<file path="src/hw/rtl/tpjf_pkg.sv">
// Shared types and constants for the touch packet jitter filter.
package tpjf_pkg;

    // Serial packet framing bytes
    localparam logic [7:0] HDR_BYTE = 8'hFF;
    localparam logic [7:0] REL_BYTE = 8'hFE;

    // Jump thresholds that pick the smoother weight
    localparam logic [16:0] JUMP_SMALL = 17'd1400;
    localparam logic [16:0] JUMP_MID   = 17'd3000;
    localparam logic [16:0] JUMP_BIG   = 17'd6000;

    localparam logic [19:0] POS_MAX = 20'hFFFFF;

    // Release timer
    localparam logic [15:0] TIMEOUT_RESET = 16'd100;
    localparam logic [15:0] COUNT_MAX     = 16'hFFFF;

    // Result queue sizing
    localparam int MAX_RESULTS = 3;
    localparam int PUSH_CW     = $clog2(MAX_RESULTS + 1);
    localparam int EVQ_DEPTH   = 4;
    localparam int EVQ_AW      = $clog2(EVQ_DEPTH);

    // Configuration register indexes
    localparam int CFG_IW = 2;
    localparam logic [CFG_IW-1:0] CFG_TAP_ENABLE      = CFG_IW'(0);
    localparam logic [CFG_IW-1:0] CFG_RELEASE_TIMEOUT = CFG_IW'(1);

    // Event codes
    localparam logic       EVT_MOTION = 1'b0;
    localparam logic       EVT_BUTTON = 1'b1;
    localparam logic [1:0] BTN_NONE   = 2'd0;
    localparam logic [1:0] BTN_LEFT   = 2'd1;
    localparam logic [1:0] BTN_RIGHT  = 2'd2;
    localparam logic [1:0] BTN_MIDDLE = 2'd3;

    typedef enum logic [1:0] {
        KIND_BYTE  = 2'd0,
        KIND_TICK  = 2'd1,
        KIND_MODEM = 2'd2,
        KIND_NONE  = 2'd3
    } kind_t;

    typedef enum logic [1:0] {
        CHORD_IDLE = 2'd0,
        CHORD_DOWN = 2'd1,
        CHORD_WAIT = 2'd2
    } chord_t;

    typedef struct packed {
        logic        last;
        logic [15:0] pos_y;
        logic [15:0] pos_x;
        logic        pressed;
        logic [1:0]  button_number;
        logic        event_type;
    } result_t;

    // Results produced by one item, slot 0 first
    typedef struct packed {
        logic [PUSH_CW-1:0]              count;
        result_t [MAX_RESULTS-1:0]       item;
    } evq_push_t;

endpackage

</file>
<file path="src/hw/rtl/tpjf_evq.sv">
// Result queue: takes up to three results per cycle, hands out one per cycle while pop is high.
module tpjf_evq import tpjf_pkg::*; (
    input  logic      aclk,
    input  logic      aresetn,
    input  evq_push_t push,
    input  logic      pop,
    output result_t   head,
    output logic      head_valid,
    output logic      space
);

    localparam int CW = EVQ_AW + 1;

    result_t           entry_reg [EVQ_DEPTH];
    logic [EVQ_AW-1:0] wr_ptr_reg, wr_ptr_next;
    logic [EVQ_AW-1:0] rd_ptr_reg, rd_ptr_next;
    logic [CW-1:0]     count_reg, count_next;

    // Room for a full burst of results
    assign space      = count_reg <= CW'(EVQ_DEPTH - MAX_RESULTS);
    assign head_valid = count_reg != '0;
    assign head       = entry_reg[rd_ptr_reg];

    // Advance pointers and fill level
    always_comb begin
        wr_ptr_next = wr_ptr_reg + EVQ_AW'(push.count);
        rd_ptr_next = rd_ptr_reg + EVQ_AW'(pop);
        count_next  = count_reg + CW'(push.count) - CW'(pop);
    end

    always_ff @(posedge aclk) begin
        if (!aresetn) begin
            wr_ptr_reg <= '0;
            rd_ptr_reg <= '0;
            count_reg  <= '0;
        end else begin
            wr_ptr_reg <= wr_ptr_next;
            rd_ptr_reg <= rd_ptr_next;
            count_reg  <= count_next;
        end
    end

    // Store the burst in order
    always_ff @(posedge aclk) begin
        for (int i = 0; i < MAX_RESULTS; i++) begin
            if (i < int'(push.count)) begin
                entry_reg[wr_ptr_reg + EVQ_AW'(i)] <= push.item[i];
            end
        end
    end

endmodule

</file>
<file path="src/hw/rtl/touch_packet_jitter_filter.sv">
// Touch packet jitter filter: packet parser, smoother, tap timer and button logic.
// An accepted request is held in the input register until the 4-entry result queue
// has room for three results, is processed then, and its first result shows on the
// master side in the cycle after. Throughput is one request per cycle while each
// request gives at most one result and m_tready stays high; a request giving several
// results sends them one after another on the single result port. Reset (aresetn low,
// synchronous) clears all control state and loads the register defaults.
module touch_packet_jitter_filter import tpjf_pkg::*; (
    input  logic              aclk,
    input  logic              aresetn,
    // Input stream
    input  logic              s_tvalid,
    output logic              s_tready,
    input  logic [15:0]       s_tdata,   // data_byte[7:0], cts_line[8], dsr_line[9], zeros
    input  logic [1:0]        s_tuser,   // kind[1:0]
    // Result stream
    output logic              m_tvalid,
    input  logic              m_tready,
    output logic [39:0]       m_tdata,   // event_type[0], button_number[2:1], pressed[3],
                                         // pos_x[19:4], pos_y[35:20], zeros
    output logic              m_tlast,
    // Configuration writes
    input  logic              cfg_valid,
    output logic              cfg_ready,
    input  logic [CFG_IW-1:0] cfg_index,
    input  logic [15:0]       cfg_data
);

    // Smoother weight codes
    localparam logic [1:0] W_FINE   = 2'd0;
    localparam logic [1:0] W_MID    = 2'd1;
    localparam logic [1:0] W_COARSE = 2'd2;
    localparam logic [1:0] W_JUMP   = 2'd3;

    // Blend one axis at 16x scale, one bit of headroom for saturation
    function automatic logic [20:0] blend(input logic [19:0] s, input logic [15:0] n,
                                          input logic [1:0] w);
        logic [23:0] m15;
        logic [22:0] m7;
        logic [21:0] m3;
        logic [20:0] r;
        m15 = {s, 4'b0} - 24'(s);
        m7  = {s, 3'b0} - 23'(s);
        m3  = {s, 2'b0} - 22'(s);
        case (w)
            W_FINE:   r = 21'(m15[23:4]) + 21'(n);
            W_MID:    r = 21'(m7[22:3]) + 21'({n, 1'b0});
            W_COARSE: r = 21'(m3[21:2]) + 21'({n, 2'b0});
            W_JUMP:   r = 21'({n, 4'b0});
            default:  r = 21'({n, 4'b0});
        endcase
        return r;
    endfunction

    // Configuration
    logic        tap_enable_reg;
    logic [15:0] timeout_reg;

    // Input register
    logic        in_valid_reg, in_valid_next;
    kind_t       in_kind_reg;
    logic [7:0]  in_byte_reg;
    logic        in_cts_reg, in_dsr_reg;

    // Block state
    logic [2:0]  pos_reg, pos_next;
    logic        long_reg, long_next;
    logic [7:0]  byte0_reg, byte1_reg, byte2_reg;
    logic [19:0] smooth_x_reg, smooth_x_next;
    logic [19:0] smooth_y_reg, smooth_y_next;
    logic        touch_reg, touch_next;
    logic        timer_active_reg, timer_active_next;
    logic [15:0] timer_count_reg, timer_count_next;
    logic        left_reg, left_next;
    logic        right_reg, right_next;
    chord_t      chord_reg, chord_next;

    // Processing handshake
    logic        accept, fire, evq_space, evq_valid;
    evq_push_t   push;
    result_t     head;

    // Working values
    logic [PUSH_CW-1:0] n;
    logic        long_v, st, done;
    logic [2:0]  pos_inc;
    logic [15:0] nx, ny, cur_x, cur_y, dx, dy;
    logic [16:0] jump;
    logic [1:0]  wsel;
    logic [20:0] cand_x, cand_y;
    logic [15:0] cnt_inc;

    assign cfg_ready = 1'b1;
    assign fire      = in_valid_reg && evq_space;
    assign s_tready  = !in_valid_reg || fire;
    assign accept    = s_tvalid && s_tready;

    // Hold the input request until the queue has room
    always_comb begin
        in_valid_next = in_valid_reg;
        if (accept) begin
            in_valid_next = 1'b1;
        end else if (fire) begin
            in_valid_next = 1'b0;
        end
    end

    // Coordinates of a long packet; the final byte arrives with this request
    assign nx      = {byte1_reg, byte0_reg};
    assign ny      = {in_byte_reg, byte2_reg};
    assign cur_x   = smooth_x_reg[19:4];
    assign cur_y   = smooth_y_reg[19:4];
    assign dx      = (nx >= cur_x) ? nx - cur_x : cur_x - nx;
    assign dy      = (ny >= cur_y) ? ny - cur_y : cur_y - ny;
    assign jump    = 17'(dx) + 17'(dy);
    assign wsel    = (jump < JUMP_SMALL) ? W_FINE :
                     (jump < JUMP_MID)   ? W_MID :
                     (jump < JUMP_BIG)   ? W_COARSE : W_JUMP;
    assign cand_x  = blend(smooth_x_reg, nx, wsel);
    assign cand_y  = blend(smooth_y_reg, ny, wsel);
    assign cnt_inc = (timer_count_reg < COUNT_MAX) ? timer_count_reg + 16'd1
                                                   : timer_count_reg;
    assign long_v  = (pos_reg == 3'd1) ? (in_byte_reg != REL_BYTE) : long_reg;
    assign pos_inc = pos_reg + 3'd1;

    // Work out next state and the results of the request in the input register
    always_comb begin
        pos_next          = pos_reg;
        long_next         = long_reg;
        smooth_x_next     = smooth_x_reg;
        smooth_y_next     = smooth_y_reg;
        touch_next        = touch_reg;
        timer_active_next = timer_active_reg;
        timer_count_next  = timer_count_reg;
        left_next         = left_reg;
        right_next        = right_reg;
        chord_next        = chord_reg;
        push              = '0;
        n                 = '0;
        st                = 1'b0;
        done              = 1'b0;

        if (fire) begin
            case (in_kind_reg)
                KIND_BYTE: begin
                    if (pos_reg == 3'd0) begin
                        if (in_byte_reg == HDR_BYTE) begin
                            pos_next = 3'd1;
                        end
                    end else begin
                        long_next = long_v;
                        pos_next  = pos_inc;
                        if (pos_inc >= (long_v ? 3'd5 : 3'd3)) begin
                            pos_next          = 3'd0;
                            timer_active_next = 1'b0;
                            timer_count_next  = '0;
                            st                = long_v;
                            if (long_v) begin
                                if (wsel == W_COARSE || wsel == W_JUMP) begin
                                    st = touch_reg;
                                end
                                smooth_x_next = cand_x[20] ? POS_MAX : cand_x[19:0];
                                smooth_y_next = cand_y[20] ? POS_MAX : cand_y[19:0];
                                push.item[n].event_type    = EVT_MOTION;
                                push.item[n].button_number = BTN_NONE;
                                push.item[n].pressed       = 1'b0;
                                n = n + 1'b1;
                            end
                            if (st != touch_reg && tap_enable_reg) begin
                                push.item[n].event_type    = EVT_BUTTON;
                                push.item[n].button_number = BTN_LEFT;
                                push.item[n].pressed       = st | left_reg;
                                n = n + 1'b1;
                                touch_next = st;
                                if (st) begin
                                    timer_active_next = 1'b1;
                                    timer_count_next  = '0;
                                end
                            end
                        end
                    end
                end
                KIND_TICK: begin
                    if (timer_active_reg) begin
                        timer_count_next = cnt_inc;
                        if (cnt_inc >= timeout_reg) begin
                            timer_active_next = 1'b0;
                            timer_count_next  = '0;
                            if (touch_reg) begin
                                push.item[n].event_type    = EVT_BUTTON;
                                push.item[n].button_number = BTN_LEFT;
                                push.item[n].pressed       = 1'b0;
                                n = n + 1'b1;
                                touch_next = 1'b0;
                            end
                        end
                    end
                end
                KIND_MODEM: begin
                    // Both lines from idle: press the emulated middle button
                    if (in_cts_reg && in_dsr_reg && !left_reg && !right_reg &&
                        chord_reg == CHORD_IDLE) begin
                        push.item[n].event_type    = EVT_BUTTON;
                        push.item[n].button_number = BTN_MIDDLE;
                        push.item[n].pressed       = 1'b1;
                        n = n + 1'b1;
                        chord_next = CHORD_DOWN;
                    end
                    // A line dropped: release the chord, wait for both lines down
                    if (chord_next != CHORD_IDLE && (!in_cts_reg || !in_dsr_reg)) begin
                        if (chord_next != CHORD_WAIT) begin
                            push.item[n].event_type    = EVT_BUTTON;
                            push.item[n].button_number = BTN_MIDDLE;
                            push.item[n].pressed       = 1'b0;
                            n = n + 1'b1;
                            chord_next = CHORD_WAIT;
                        end
                        if (in_cts_reg || in_dsr_reg) begin
                            done = 1'b1;
                        end else begin
                            chord_next = CHORD_IDLE;
                        end
                    end
                    if (!done) begin
                        if (in_cts_reg != left_reg) begin
                            push.item[n].event_type    = EVT_BUTTON;
                            push.item[n].button_number = BTN_LEFT;
                            push.item[n].pressed       = in_cts_reg;
                            n = n + 1'b1;
                            left_next = in_cts_reg;
                        end
                        if (in_dsr_reg != right_reg) begin
                            push.item[n].event_type    = EVT_BUTTON;
                            push.item[n].button_number = BTN_RIGHT;
                            push.item[n].pressed       = in_dsr_reg;
                            n = n + 1'b1;
                            right_next = in_dsr_reg;
                        end
                    end
                end
                default: begin
                end
            endcase
        end

        // All results of one request report the updated position
        for (int i = 0; i < MAX_RESULTS; i++) begin
            push.item[i].pos_x = smooth_x_next[19:4];
            push.item[i].pos_y = smooth_y_next[19:4];
            push.item[i].last  = (i == int'(n) - 1);
        end
        push.count = n;
    end

    // Control state and configuration
    always_ff @(posedge aclk) begin
        if (!aresetn) begin
            tap_enable_reg   <= 1'b0;
            timeout_reg      <= TIMEOUT_RESET;
            in_valid_reg     <= 1'b0;
            pos_reg          <= '0;
            long_reg         <= 1'b0;
            smooth_x_reg     <= '0;
            smooth_y_reg     <= '0;
            touch_reg        <= 1'b0;
            timer_active_reg <= 1'b0;
            timer_count_reg  <= '0;
            left_reg         <= 1'b0;
            right_reg        <= 1'b0;
            chord_reg        <= CHORD_IDLE;
        end else begin
            if (cfg_valid && cfg_ready) begin
                case (cfg_index)
                    CFG_TAP_ENABLE:      tap_enable_reg <= cfg_data[0];
                    CFG_RELEASE_TIMEOUT: timeout_reg    <= cfg_data;
                    default: begin
                    end
                endcase
            end
            in_valid_reg     <= in_valid_next;
            pos_reg          <= pos_next;
            long_reg         <= long_next;
            smooth_x_reg     <= smooth_x_next;
            smooth_y_reg     <= smooth_y_next;
            touch_reg        <= touch_next;
            timer_active_reg <= timer_active_next;
            timer_count_reg  <= timer_count_next;
            left_reg         <= left_next;
            right_reg        <= right_next;
            chord_reg        <= chord_next;
        end
    end

    // Input payload and packet bytes
    always_ff @(posedge aclk) begin
        if (accept) begin
            in_kind_reg <= kind_t'(s_tuser[1:0]);
            in_byte_reg <= s_tdata[7:0];
            in_cts_reg  <= s_tdata[8];
            in_dsr_reg  <= s_tdata[9];
        end
        if (fire && in_kind_reg == KIND_BYTE) begin
            case (pos_reg)
                3'd1:    byte0_reg <= in_byte_reg;
                3'd2:    byte1_reg <= in_byte_reg;
                3'd3:    byte2_reg <= in_byte_reg;
                default: begin
                end
            endcase
        end
    end

    tpjf_evq u_evq (
        .aclk       (aclk),
        .aresetn    (aresetn),
        .push       (push),
        .pop        (m_tvalid && m_tready),
        .head       (head),
        .head_valid (evq_valid),
        .space      (evq_space)
    );

    assign m_tvalid = evq_valid;
    assign m_tdata  = {4'b0, head.pos_y, head.pos_x, head.pressed, head.button_number,
                       head.event_type};
    assign m_tlast  = head.last;

`ifndef SYNTH
    a_timer_needs_touch: assert property (@(posedge aclk) disable iff (!aresetn)
        timer_active_reg |-> touch_reg)
        else $error("release timer running without touch contact");

    a_idle_timer_clear: assert property (@(posedge aclk) disable iff (!aresetn)
        !timer_active_reg |-> timer_count_reg == '0)
        else $error("stopped release timer holds a count");

    a_chord_both_down: assert property (@(posedge aclk) disable iff (!aresetn)
        chord_reg == CHORD_DOWN |-> (left_reg && right_reg))
        else $error("chord held without both finger buttons down");

    a_packet_position: assert property (@(posedge aclk) disable iff (!aresetn)
        pos_reg <= 3'd4)
        else $error("packet position past the last byte");
`endif

endmodule
</file>
<file path="config.mk">
export PLATFORM = sky130hd
export DESIGN_NAME = touch_packet_jitter_filter
export DESIGN_NICKNAME = d
export VERILOG_FILES = /design/src/hw/rtl/tpjf_pkg.sv /design/src/hw/rtl/tpjf_evq.sv /design/src/hw/rtl/touch_packet_jitter_filter.sv
export SDC_FILE = /design/constraint.sdc
export NUM_CORES = 1
export LEC_CHECK = 0
export BUFFER_PORTS_ARGS = -buffer_cell sky130_fd_sc_hd__buf_4
export CAP_MARGIN = 20
export CORE_ASPECT_RATIO = 0.75
export CORE_MARGIN = 1
export CORE_UTILIZATION = 59
export CTS_CLUSTER_DIAMETER = 30
export DETAILED_ROUTE_END_ITERATION = 16
export PLACE_DENSITY_LB_ADDON = 0.2
export SYNTH_ARGS = -nofsm -noshare
export SYNTH_HDL_FRONTEND = slang
export SYNTH_HIERARCHICAL = 1
export SYNTH_SLANG_ARGS = --single-unit
</file>
<file path="constraint.sdc">
create_clock -name aclk -period 10.3 [get_ports aclk]
set_input_delay 0 -clock aclk [delete_from_list [all_inputs] [get_ports aclk]]
set_output_delay 0 -clock aclk [all_outputs]
set_load 0.01 [all_outputs]
</file>
==> results.cfg <==
[logic_synthesis]
syn_area_sq_mm = 0.0288
synth_edf_count = 184
yosys.area.top_type = edfxtp_1
synth.yosys.warnings = 6
async_reset_ff_frac = 0
netlist_top_cells_area = edfxtp_1 19%, ha_1 14%, nand2_1 6.3%, dfxtp_1 6.3%, nor2_1 5.1%
synth_ff_type = edfxtp_1
syn_area_per_cell_sq_um = 8.28
synth_cell_type_count = 112
ys_seq_area_frac = 0.256
netlist.area_leader.share = 0.192
ys_seq_elements = 275
netlist_instances = 3472

[floorplanning]
die_w_um = 257
die_y_um = 193
die_area_sq_mm = 0.0496
row_count = 69
pin_count = 85
start_util = 0.602
core_sq_mm = 0.0477

[cells_and_area]
largest_register_ffs = 148
area_growth_pct = 13.6
drive_gt1_frac = 0.100
diodes = 0
final_util = 0.684
final_nets = 3923

[setup_path]
crit_path_start = smooth_y_reg[5]$_SDFF_PN0_
r2r_slack_ps = 1430
crit_family = compound AO/OA/AOI/OAI gates
reg2reg_from = smooth_y_reg[5]$_SDFF_PN0_
slowest_delay_ps = 790
path_buf_inv = 4
arrival_ps = 9220
worst-setup-path-type = reg -> reg
crit_end = u_evq/entry_reg[0][11]$_DFFE_PP_
cp_max_fo = 59
cp.depth = 33
crit_slowest_cell = nand4b_4
worstRegToRegCells = 33
setup.worst_path.end_class = register
cp-start-kind = register
cp.required_ps = 10650
rr_endpoint = u_evq/entry_reg[0][11]$_DFFE_PP_

[hold_path]
hp-start = s_tdata[2]
hold_path.class = in -> reg

[grt]
grt_pass1_vias = 27200
grt_pass1_wl_mm = 142
antenna_found_initial = 0
grt_max_degree = 75
grt_overflow = 0
track_usage = 0.363

[detailed_routing]
wl_met1_mm = 36.6
drc = 0
wl_met2_mm = 42.1
routed_via_density = 6.55
routedWlPerCell_um = 21.6
highest_layer = met4
dr.pass1.iters = 7
dr_wl_met3_mm = 9.47
drt-total-wl_mm = 91.9
drtAntennaViolNets = 0
num_vias = 27900
drt-initial-drc-count = 2751

[clocking]
cts_tree = yes
clk_path_buf_depth = 3
clk_pin_slew_ps = 50
h-tree-depth = 3
clk_latency_ps = 610
clock_sinks = 275
cts_buffers = 73
cts_resized = 0
cts-root-buf = clkbuf_16

[power]
total_leakage_power_nw = 13.9
vdd.ir_drop.worst_uv = 176
power_density_mw_per_mm2 = 133

[sta]
setup_violations = 0
fmax_mhz = 113
period_minus_slack_ps = 8870
slew-limit-headroom = 0.193
hold-worst-slack_ps = 122
fin_skew_ps = 19.8
hold_viol = 0
tightest_slew_ps = 1210
tns_ps = 0
rsz0062_at_grt = false
drv_slew = 0
period_share = 0.861

[placed_design]
place_congestion = 0.996
place_hpwl_mm = 63.8
port_buffers = 73

[flow_run]
maxCapViolations = 0

[run_status]
status = completed
## area by class of cell
type	instances	area (sq um)
multi-input combinational	2896	20100
fill	3677	15100
sequential	275	7350
clock buffer	91	1890
timing repair buffer	156	1270
tap	639	800
clock inverter	42	624
inverter	156	586
## through the flow
stage,setup slack [ps],instances,power [mW],instance area (sq um)
2_1_floorplan,611,3475,1.74,28800
3_3_place_gp,1950,4081,1.96,29700
3_5_place_dp,1620,4082,1.98,29700
4_1_cts,1600,4250,4.34,32600
5_1_grt,951,4255,4.46,32700
6_report,1430,4255,4.34,32700
## layout by cell type, fill, tap and decap left out, types with 37 or more instances in the layout
master	n
edfxtp_1	184
dfxtp_1	89
a21o_1	116
clkbuf_16	73
inv_1	153
xor2_1	96
a31oi_1	173
nor2_1	389
xnor2_1	129
o21a_1	60
a21oi_1	223
and2_1	37
nor3_1	66
mux4_2	37
o21ai_0	111
nand2_1	486
buf_4	119
ha_1	313
nand3_1	47
## layer usage
metal | global-route usage | up-vias
met1 | 0.462 | 13200
li1 | - | 13000
met4 | 0.176 | 0
met2 | 0.601 | 1485
met3 | 0.0616 | 264
met5 | 0 | -
## worst register-to-register path: cells and delay by family (launching register included)
kind            cells  cell delay (ps)
simple gates        9             2300
fa+ha+maj           3              940
xor+xnor            1              150
compound gates     15             3060
buf+inv             4             1370
mux                 1              230
flops               1              560
## cells by family (layout without fill, tap and decap cells)
| logic type | Yosys count | in the layout | share of synthesized area |
|---|---|---|---|
| and+or+nand+nor | 1247 | 1247 | 0.197 |
| AOI/OAI and AO/OA | 1022 | 1022 | 0.245 |
| adders and majority gates | 324 | 324 | 0.144 |
| buffers and inverters | 304 | 445 | 0.0476 |
| DFF | 275 | 275 | 0.256 |
| xor gates and xnor gates | 226 | 226 | 0.0691 |
| muxes | 72 | 72 | 0.0414 |
| other | 2 | 5 | 0.000261 |
## timing repair
| action | 4_1_cts | 5_1_grt |
|---|---|---|
| hold buffers | 35 | 0 |
| hold endpoints to repair | 64 | 0 |
| setup buffers | 0 | 0 |
| endpoints found under the setup margin | 0 | 0 |
## worst min path at each step
| stage | end | slack, ps | cells past startpoint |
|---|---|---|---|
| 2_1_floorplan | in_byte_reg[0]$_DFFE_PP_ | 100 | 0 |
| 3_3_place_gp | in_kind_reg[1]$_DFFE_PP_ | 180 | 1 |
| 3_5_place_dp | in_byte_reg[4]$_DFFE_PP_ | 180 | 1 |
| 4_1_cts | timeout_reg[10]$_SDFFE_PN0P_ | 80 | 4 |
| 5_1_grt | in_byte_reg[3]$_DFFE_PP_ | 130 | 2 |
| 6_report | in_byte_reg[2]$_DFFE_PP_ | 120 | 2 |
## report_power, final
group          switching, mW  internal [mW]
clock network          0.745           1.61
logic                  0.418          0.328
registers             0.0344           1.21
## Yosys cell counts, types with 28 or more instances
cell type and number:
nand2b_1 34, a21o_1 116, mux4_2 37, nor3_1 66, o211ai_1 28, edfxtp_1 184
a31oi_1 173, nand3_1 47, buf_2 56, clkbuf_1 54, inv_1 153, o21bai_1 30
dfxtp_1 91, nand2_1 486, nor2_1 389, o21a_1 60, o21ai_0 113, mux2i_1 30
a22oi_1 31, nor2b_1 35, xnor2_1 129, a21oi_1 225, a211oi_1 31, xor2_1 96
and2_1 37, ha_1 313
(Power assumes the default switching activity.)
